`src/sv/nrl_pkg.sv`:
```
// ----------------------------------------------------------------------------
// nrl_pkg: shared types and constants for the nonce replay ledger
// Table geometry, field widths, result codes and the request record that
// travels from the front end through the queue to the scan engine.
// ----------------------------------------------------------------------------
package nrl_pkg;

  localparam int unsigned ENTRIES     = 256;
  localparam int unsigned IDX_W       = (ENTRIES > 1) ? $clog2(ENTRIES) : 1;
  localparam int unsigned NOW_W       = 63;
  localparam int unsigned WORD_W      = 64;
  localparam int unsigned DIGEST_W    = 4 * WORD_W;
  localparam int unsigned WIN_W       = 32;
  localparam int unsigned CODE_W      = 2;
  localparam int unsigned SLOT_W      = 8;
  localparam int unsigned QUEUE_DEPTH = 2;
  localparam int unsigned QPTR_W      = $clog2(QUEUE_DEPTH);
  localparam int unsigned QCNT_W      = $clog2(QUEUE_DEPTH + 1);

  localparam logic [WIN_W-1:0] WINDOW_RESET = WIN_W'(600);

  typedef enum logic [CODE_W-1:0] {
    RES_ACCEPTED = 2'd0,
    RES_REPLAY   = 2'd1,
    RES_FULL     = 2'd2
  } nrl_result_t;

  typedef enum logic [2:0] {
    ST_CLEAR,
    ST_IDLE,
    ST_SCAN,
    ST_DRAIN,
    ST_REPORT
  } nrl_state_t;

  // zero_time: request carries a time of zero and is refused without a scan
  typedef struct packed {
    logic                zero_time;
    logic [NOW_W-1:0]    now_time;
    logic [DIGEST_W-1:0] digest;
  } nrl_task_t;

endpackage

```
`src/sv/nrl_front.sv`:
```
// ----------------------------------------------------------------------------
// nrl_front: request intake
// Takes requests, flags a zero time and holds one request for the queue.
// ----------------------------------------------------------------------------
module nrl_front import nrl_pkg::*; (
  input  logic              clk,
  input  logic              rst_n,
  input  logic              clearing,
  input  logic              req_valid,
  output logic              req_ready,
  input  logic [NOW_W-1:0]  req_now_time,
  input  logic [WORD_W-1:0] req_w0,
  input  logic [WORD_W-1:0] req_w1,
  input  logic [WORD_W-1:0] req_w2,
  input  logic [WORD_W-1:0] req_w3,
  output logic              push_valid,
  input  logic              push_ready,
  output nrl_task_t         push_task
);

  logic      hold_valid_r, hold_valid_nxt;
  nrl_task_t hold_task_r, hold_task_nxt;
  logic      take;

  // no intake while the table is being wiped
  assign req_ready  = ~clearing & (~hold_valid_r | push_ready);
  assign take       = req_valid & req_ready;
  assign push_valid = hold_valid_r;
  assign push_task  = hold_task_r;

  always_comb begin
    hold_valid_nxt = hold_valid_r & ~push_ready;
    hold_task_nxt  = hold_task_r;
    if (take) begin
      hold_valid_nxt          = 1'b1;
      hold_task_nxt.zero_time = (req_now_time == '0);
      hold_task_nxt.now_time  = req_now_time;
      hold_task_nxt.digest    = {req_w0, req_w1, req_w2, req_w3};
    end
  end

  always_ff @(posedge clk) begin
    if (!rst_n) begin
      hold_valid_r <= 1'b0;
    end else begin
      hold_valid_r <= hold_valid_nxt;
    end
  end

  always_ff @(posedge clk) begin
    hold_task_r <= hold_task_nxt;
  end

endmodule

```
`config.mk`:
```
export PLATFORM = sky130hd
export DESIGN_NAME = nrl_front
export DESIGN_NICKNAME = d
export VERILOG_FILES = /design/src/sv/nrl_pkg.sv /design/src/sv/nrl_front.sv
export SDC_FILE = /design/constraint.sdc
export NUM_CORES = 1
export LEC_CHECK = 0
export BUFFER_PORTS_ARGS = -buffer_cell sky130_fd_sc_hd__buf_2
export CAP_MARGIN = 10
export CORE_AREA = 2 2 249 251
export DETAILED_ROUTE_END_ITERATION = 16
export DIE_AREA = 0 0 251 253
export PLACE_DENSITY = 0.42
export SLEW_MARGIN = 20
export SYNTH_ARGS = -nofsm -noshare
export SYNTH_HDL_FRONTEND = slang
export SYNTH_SLANG_ARGS = --single-unit
```
`constraint.sdc`:
```
create_clock -name clk -period 17.5 [get_ports clk]
set_input_delay 3.5 -clock clk [delete_from_list [all_inputs] [get_ports clk]]
set_output_delay 3.5 -clock clk [all_outputs]
set_load 0.1 [all_outputs]
```
==> qor.yml <==
critical_path:
  startpoint_type: "input port"
  critical_path_arrival_ns: 4.23
  cp.required_ns: 14.00
  crit_start: "clearing"
  regToRegSetupSlack_ns: 14.18
  r2r-start: "push_valid"
  timing.rr.end: "push_task[284]"
  path_max_fanout: 2
  r2r_cells: 4
  worstSetupPathType: "in2out"
  end_kind: "primary output"
yosys:
  ys_warn_count: 0
  yosys.cell_types.count: 10
  synth.avg_cell_area_um2: 28.2
  synth_nets: 672
  ys_ff_latch: 321
  synth_area_um2: 9810
  ys_seq_area_share_pct: 98.2
  syn_inst: 348
grt:
  antenna_found_initial: 11
  first_global_vias: 6688
  overflow: 0
  grt_max_degree: 71
  grt_pass1_wl_um: 43800
  grt_usage_pct: 9.54
floorplanning:
  die_area_um2: 63500
  die_h_um: 253
  num_rows: 91
  die_w_um: 251
  start_util_pct: 16.1
  ios: 646
  core_um2: 61000
detailed_routing:
  num_vias: 6238
  finalWirelength_um: 32300
  first_pass_iters: 4
  drt-initial-drc-count: 225
  drc: 0
  vias_per_cell: 3.36
  wl_per_cell_um: 17.4
  final_antenna_net_count: 0
sta:
  tightest_slew_ns: 0.951
  finalSetupViolCount: 0
  max_freq_ghz: 0.129
  drv_slew: 0
  hold_slack_ns: 0.623
  fin_crit_ns: 7.73
  timing_hold_violations_final: 0
  rsz0062_at_grt: "no"
  slew_headroom_pct: 36.6
  clock_skew_ns: 0.00988
  fin_setup_tns_ns: 0
  worst_slack_ns: 9.77
  post-route-period-util_pct: 44.2
clocking:
  clock_latency_ns: 0.54
  cts_tree: "yes"
  clk_pin_slew_ns: 0.05
  cts_buffer_depth: 3
  cts_resized: 0
  cts_hold_buf: 0
  cts_setup_buffers: 0
  htree_levels: 2
  cts_buffers: 38
  clock-sinks: 321
  cts_root_buf: "clkbuf_16"
min_path:
  hold_class: "reg2reg"
  whs_endpoint: "push_valid"
  holdPathStages: 2
  hp-start: "push_valid"
cells_and_area:
  drive_above_1_share_pct: 66.2
  n_fill_cell: 6421
  post-route-cell-area_um2: 15200
  fin_util_pct: 25.0
  nNetsFinal: 1361
  area_growth_syn_to_layout_pct: 55.4
pwr:
  ir_drop_v: 0.0000753
  leakage_nw: 6.16
  p_per_area_nw_per_um2: 129
placed_design:
  routabilityCongestion: 0.742
  io_buffers: 645
  placed_area_um2: 14100
  preCtsSetupSlack_ns: 9.77
  dp_hpwl_um: 25300
outcome:
  status: "completed"
flow_run:
  drv_cap: 0
## metal layers
layer	global-route usage (%)	part of all wire, %	vias up
met4	3.98	2.9	6
met5	0	0.11	-
li1	-	-	2834
met3	4.13	12	62
met2	15.8	49	358
met1	10.7	36	2978
## flip-flops by register name, indices dropped and copies added (netlist names)
signal and cells:
push_task 320, push_valid 1
## synthesized netlist by cell type
| library cell | number | area (um^2) |
|---|---|---|
| dfxtp_1 | 1 | 20.0 |
| edfxtp_1 | 320 | 9610 |
| and2_1 | 2 | 12.5 |
| nor4_1 | 14 | 87.6 |
| a21oi_1 | 1 | 5.00 |
| nor4_2 | 2 | 25.0 |
| nor3_1 | 1 | 5.00 |
| a22o_1 | 1 | 8.76 |
| nand4_1 | 4 | 25.0 |
| inv_1 | 2 | 7.51 |
## cell type report
type	instances	area (um^2)	share of cell area, %
Antenna cell	3	7.51	0.0493
Clock buffer	44	973	6.39
Clock inverter	22	203	1.33
Inverter	2	7.51	0.0493
Multi-Input combinational cell	25	171	1.12
Sequential cell	321	9630	63.2
Tap cell	790	988	6.49
Timing Repair Buffer	649	3260	21.4
## worst max-delay path, stage by stage
cell,delay (ns)
buf_2,0.13
a21oi_1,0.15
buf_2,0.45
## cell usage in the layout (no fill, tap or decap)
master      count
buf_2         645
edfxtp_1      320
clkbuf_16      38
nor4_1         14
clkinv_1        8
clkbuf_1        6
clkinv_2        5
nand4_1         4
buf_4           4
diode_2         3
bufinv_16       3
inv_1           2
nor4_2          2
inv_6           2
clkinvlp_4      2
a21oi_1         1
and2_4          1
nor3_1          1
a22o_1          1
and2_1          1
clkinv_8        1
clkinv_4        1
dfxtp_1         1
## per-stage QoR
stage | std cells | power (mW)
CTS | 1853 | 2.00
finish | 1856 | 1.96
detailed placement | 1787 | 1.23
floorplan | 348 | 1.16
global route | 1853 | 2.03
global placement | 1787 | 1.22
## power by group
part	switching (mW)	leakage [nW]	internal [mW]	total (mW)
Clock	0.314	0.570	0.443	0.758
Sequential	0.00761	3.00	0.887	0.894
Combinational	0.266	2.59	0.0457	0.312
## worst max-delay path by stage
stage	endpoint	depth (start not counted)
4_1_cts	req_ready	3
2_1_floorplan	push_task[0]	3
3_5_place_dp	req_ready	3
5_1_grt	req_ready	4
6_report	req_ready	3
3_3_place_gp	req_ready	4
## cell families after synthesis
| kind of cell | share of synthesized area [%] |
|---|---|
| DFF | 98.2 |
| and+or+nand+nor | 1.58 |
| AOI/OAI and AO/OA | 0.140 |
| buffers and inverters | 0.0766 |
Note: power is estimated with default switching activity, not from simulation.
