File: config.mk
export PLATFORM = sky130hd
export DESIGN_NAME = nrl_queue
export DESIGN_NICKNAME = d
export VERILOG_FILES = /design/src/sv/nrl_pkg.sv /design/src/sv/nrl_queue.sv
export SDC_FILE = /design/constraint.sdc
export NUM_CORES = 1
export LEC_CHECK = 0
export BUFFER_PORTS_ARGS = -buffer_cell sky130_fd_sc_hd__buf_4
export CORE_MARGIN = 8
export CORE_UTILIZATION = 45
export DETAILED_ROUTE_END_ITERATION = 12
export MAX_ROUTING_LAYER = met4
export PLACE_DENSITY_LB_ADDON = 0.1
export SLEW_MARGIN = 10
export SYNTH_ARGS = -nofsm -noshare
export SYNTH_HDL_FRONTEND = slang
export SYNTH_SLANG_ARGS = --single-unit
export TNS_END_PERCENT = 1
File: constraint.sdc
create_clock -name clk -period 11.4 [get_ports clk]
set_input_delay 2.28 -clock clk [delete_from_list [all_inputs] [get_ports clk]]
set_output_delay 2.28 -clock clk [all_outputs]
set_load 0.02 [all_outputs]
File: src/sv/nrl_pkg.sv
// ----------------------------------------------------------------------------
// nrl_pkg: shared types and constants for the nonce replay ledger
// Table geometry, field widths, result codes and the request record that
// travels from the front end through the queue to the scan engine.
// ----------------------------------------------------------------------------
package nrl_pkg;

  localparam int unsigned ENTRIES     = 256;
  localparam int unsigned IDX_W       = (ENTRIES > 1) ? $clog2(ENTRIES) : 1;
  localparam int unsigned NOW_W       = 63;
  localparam int unsigned WORD_W      = 64;
  localparam int unsigned DIGEST_W    = 4 * WORD_W;
  localparam int unsigned WIN_W       = 32;
  localparam int unsigned CODE_W      = 2;
  localparam int unsigned SLOT_W      = 8;
  localparam int unsigned QUEUE_DEPTH = 2;
  localparam int unsigned QPTR_W      = $clog2(QUEUE_DEPTH);
  localparam int unsigned QCNT_W      = $clog2(QUEUE_DEPTH + 1);

  localparam logic [WIN_W-1:0] WINDOW_RESET = WIN_W'(600);

  typedef enum logic [CODE_W-1:0] {
    RES_ACCEPTED = 2'd0,
    RES_REPLAY   = 2'd1,
    RES_FULL     = 2'd2
  } nrl_result_t;

  typedef enum logic [2:0] {
    ST_CLEAR,
    ST_IDLE,
    ST_SCAN,
    ST_DRAIN,
    ST_REPORT
  } nrl_state_t;

  // zero_time: request carries a time of zero and is refused without a scan
  typedef struct packed {
    logic                zero_time;
    logic [NOW_W-1:0]    now_time;
    logic [DIGEST_W-1:0] digest;
  } nrl_task_t;

endpackage

File: src/sv/nrl_queue.sv
// ----------------------------------------------------------------------------
// nrl_queue: request queue between intake and scan engine
// Small register FIFO so both sides can stall independently.
// ----------------------------------------------------------------------------
module nrl_queue import nrl_pkg::*; (
  input  logic      clk,
  input  logic      rst_n,
  input  logic      push_valid,
  output logic      push_ready,
  input  nrl_task_t push_task,
  output logic      pop_valid,
  input  logic      pop_ready,
  output nrl_task_t pop_task
);

  nrl_task_t           slot_q [QUEUE_DEPTH];
  logic [QPTR_W-1:0]   wr_ptr_r, wr_ptr_nxt;
  logic [QPTR_W-1:0]   rd_ptr_r, rd_ptr_nxt;
  logic [QCNT_W-1:0]   count_r, count_nxt;
  logic                do_push, do_pop;

  assign push_ready = (count_r != QCNT_W'(QUEUE_DEPTH));
  assign pop_valid  = (count_r != '0);
  assign pop_task   = slot_q[rd_ptr_r];
  assign do_push    = push_valid & push_ready;
  assign do_pop     = pop_valid & pop_ready;

  always_comb begin
    wr_ptr_nxt = do_push ? wr_ptr_r + 1'b1 : wr_ptr_r;
    rd_ptr_nxt = do_pop  ? rd_ptr_r + 1'b1 : rd_ptr_r;
    count_nxt  = count_r;
    if (do_push && !do_pop) begin
      count_nxt = count_r + 1'b1;
    end else if (do_pop && !do_push) begin
      count_nxt = count_r - 1'b1;
    end
  end

  always_ff @(posedge clk) begin
    if (!rst_n) begin
      wr_ptr_r <= '0;
      rd_ptr_r <= '0;
      count_r  <= '0;
    end else begin
      wr_ptr_r <= wr_ptr_nxt;
      rd_ptr_r <= rd_ptr_nxt;
      count_r  <= count_nxt;
    end
  end

  always_ff @(posedge clk) begin
    if (do_push) begin
      slot_q[wr_ptr_r] <= push_task;
    end
  end

endmodule

==> flow_metrics.env <==
export IMPL_drc=0
export IMPL_cts_path_max_buffers=3
export IMPL_cts_setup_buffers=0
export IMPL_area_growth_pct=29.3
export IMPL_synth_top_flop_cell="edfxtp_1"
export IMPL_finalSetupViolations=0
export IMPL_worstPathRequired_ns=9.12
export IMPL_final_max_slew_viol_count=0
export IMPL_status="completed"
export IMPL_crit_top_cell="buf_4"
export IMPL_grt_overflow=0
export IMPL_synth_seq_cells=645
export IMPL_finalClockSkew_ns=0.0126
export IMPL_via_per_inst=4.95
export IMPL_critPathArrivalTime_ns=3.44
export IMPL_critPathCaptureType="output pin"
export IMPL_power_density_mw_per_mm2=234
export IMPL_slew_headroom_pct=25.3
export IMPL_ios=646
export IMPL_final_antenna_net_count=0
export IMPL_post_route_period_util_pct=50.1
export IMPL_htree_num_levels=3
export IMPL_ys_warnings_count=0
export IMPL_drv_cap=0
export IMPL_place_congestion=0.843
export IMPL_avgSynthCellArea_um2=24.4
export IMPL_critPathTopFamily="buffers and inverters"
export IMPL_die_area_mm2=0.0631
export IMPL_io_buffers=645
export IMPL_hold_buffers=0
export IMPL_tightest_slew_ns=1.12
export IMPL_dpl_cell_area_mm2=0.0300
export IMPL_critPathKind="register to output pin"
export IMPL_drt_total_wl_um=64500
export IMPL_synth_edff_count=640
export IMPL_critical_path_buf_inv_count=3
export IMPL_crit_chain="buf_4, buf_12, mux2_4, buf_4"
export IMPL_grt_max_degree=182
export IMPL_finalHoldViolations=0
export IMPL_finalWorstSetupSlack_ns=5.68
export IMPL_grt_pass1_wl_um=89200
export IMPL_holdCritPathClass="register to register"
export IMPL_cellLeakagePower_nw=12.5
export IMPL_dr_first_iter_drc_count=701
export IMPL_clkTransAtPathRegs_ns=0.06
export IMPL_initial_utilization_pct=45.3
export IMPL_ys_seq_area_share_pct=77.7
export IMPL_cts_tree="built"
export IMPL_cpMaxStageDelayCell="buf_4"
export IMPL_fp_dieH_um=251
export IMPL_cts_sinks=645
export IMPL_track_usage_pct=20.2
export IMPL_vias=12205
export IMPL_rsz0062_at_grt="false"
export IMPL_die_x_um=251
export IMPL_final_cell_mix="650 x buf_4, 640 x edfxtp_1, 300 x mux2_4"
export IMPL_coreArea_mm2=0.0549
export IMPL_grt_antenna_before_repair=13
export IMPL_final_setup_tns_ns=0
export IMPL_netlist_instances=1020
export IMPL_cts_buffers=69
export IMPL_start_kind="register"
export IMPL_r2r_setup_slack_ns=8.46
export IMPL_firstDrtPassIters=4
export IMPL_cts_resized=0
export IMPL_layout_min_cycle_time_ns=5.72
export IMPL_clock_latency_ns=0.58
export IMPL_avgRoutedWirePerCell_um=26.1
export IMPL_root_buffer="clkbuf_16"
export IMPL_place_ws_ns=6.26
export IMPL_syn_nets=1345
export IMPL_drive_gt1_share_pct=61.0
export IMPL_netlist_area_mm2=0.0249
export IMPL_vdd_drop_max_mv=0.167
export IMPL_mostFrequentLayoutCell="buf_4"
export IMPL_post_dp_hpwl_um=46600
export IMPL_rows=86
export IMPL_async_reset_ff_share_pct=0
export IMPL_first_global_vias=13048
export IMPL_max_freq_ghz=0.175
export IMPL_slowest_delay_ns=0.83
export IMPL_synth_distinct_cells=22
export IMPL_final_nets=2033
export IMPL_path_max_fanout=124
export IMPL_final_area_mm2=0.0322
==> cells by family (layout without fill, tap and decap cells) <==
kind of cell	after synthesis	in the layout	share of synthesized area (%)
compound gates	5	5	0.141
xor+xnor	3	3	0.106
fa+ha+maj	1	1	0.0503
buf+inv	37	767	2.76
flops	645	645	77.7
mux	320	320	19.0
other cells	0	13	0
simple gates	9	9	0.262
==> sequential cells by signal, summed over array words and instances (netlist names), named ones only <==
name and count:
rd_ptr_r 1, wr_ptr_r 1, slot_q 640, count_r 2
==> layer usage <==
metal,vias to the layer above,wire length (um),global-route usage [%]
met5,-,0,-
met4,0,2080,8.35
met3,99,4930,6.65
met2,421,35400,36.2
met1,6207,22000,20.0
li1,5478,-,-
==> worst paths after layout <==
| check | cells past startpoint | endpoint | startpoint |
|---|---|---|---|
| worst max-delay path | 4 | pop_task[204] | register |
| worst min-delay path | 2 | count_r[1]$_SDFFE_PN0P_ | count_r[1]$_SDFFE_PN0P_ |
| worst max register to register | 4 | slot_q[0][231]$_DFFE_PP_ | count_r[0]$_SDFFE_PN0P_ |
| worst min register to register | 2 | count_r[1]$_SDFFE_PN0P_ | count_r[1]$_SDFFE_PN0P_ |
==> synthesized netlist by cell type (2+ instances only) <==
cell type / n / area share [%]
edfxtp_1: 640 / 77
xnor2_1: 2 / 0.070
buf_12: 33 / 2.7
dfxtp_1: 5 / 0.40
mux2_2: 20 / 0.91
and2_1: 4 / 0.10
buf_2: 2 / 0.040
mux2_4: 300 / 18
==> area by class of cell <==
cell class	instances	area (um^2)
fillers	4171	22700
flip-flops and latches	645	19300
repair buffers	653	4940
multi-input cells	338	4870
clock buffers	81	1840
well taps	704	881
clock inverters	32	263
diodes	13	32.5
inverters	1	11.3
==> tightest hold or removal path, stage by stage (launching register included) <==
cell and delay (ns):
dfxtp_1 0.35, o21ai_0 0.09, a21boi_1 0.06
==> through the flow <==
step / cells / total power [mW] / hold WS, ns / util [%]
final: 2467 / 7.53 / 0.560 / 58.6
after global routing: 2467 / 7.81 / 0.592 / 58.6
after CTS: 2454 / 7.63 / 0.573 / 58.5
after detailed placement: 2341 / 5.52 / 0.567 / 54.7
after global placement: 2341 / 5.50 / 0.528 / 54.7
after floorplan: 1020 / 4.81 / 0.512 / -
==> where the power goes <==
group          switching, mW  internal, mW
logic                   1.24          1.13
clock network          0.866          1.23
registers             0.0948          2.97
total                   2.20          5.33
(Power assumes the default switching activity.)
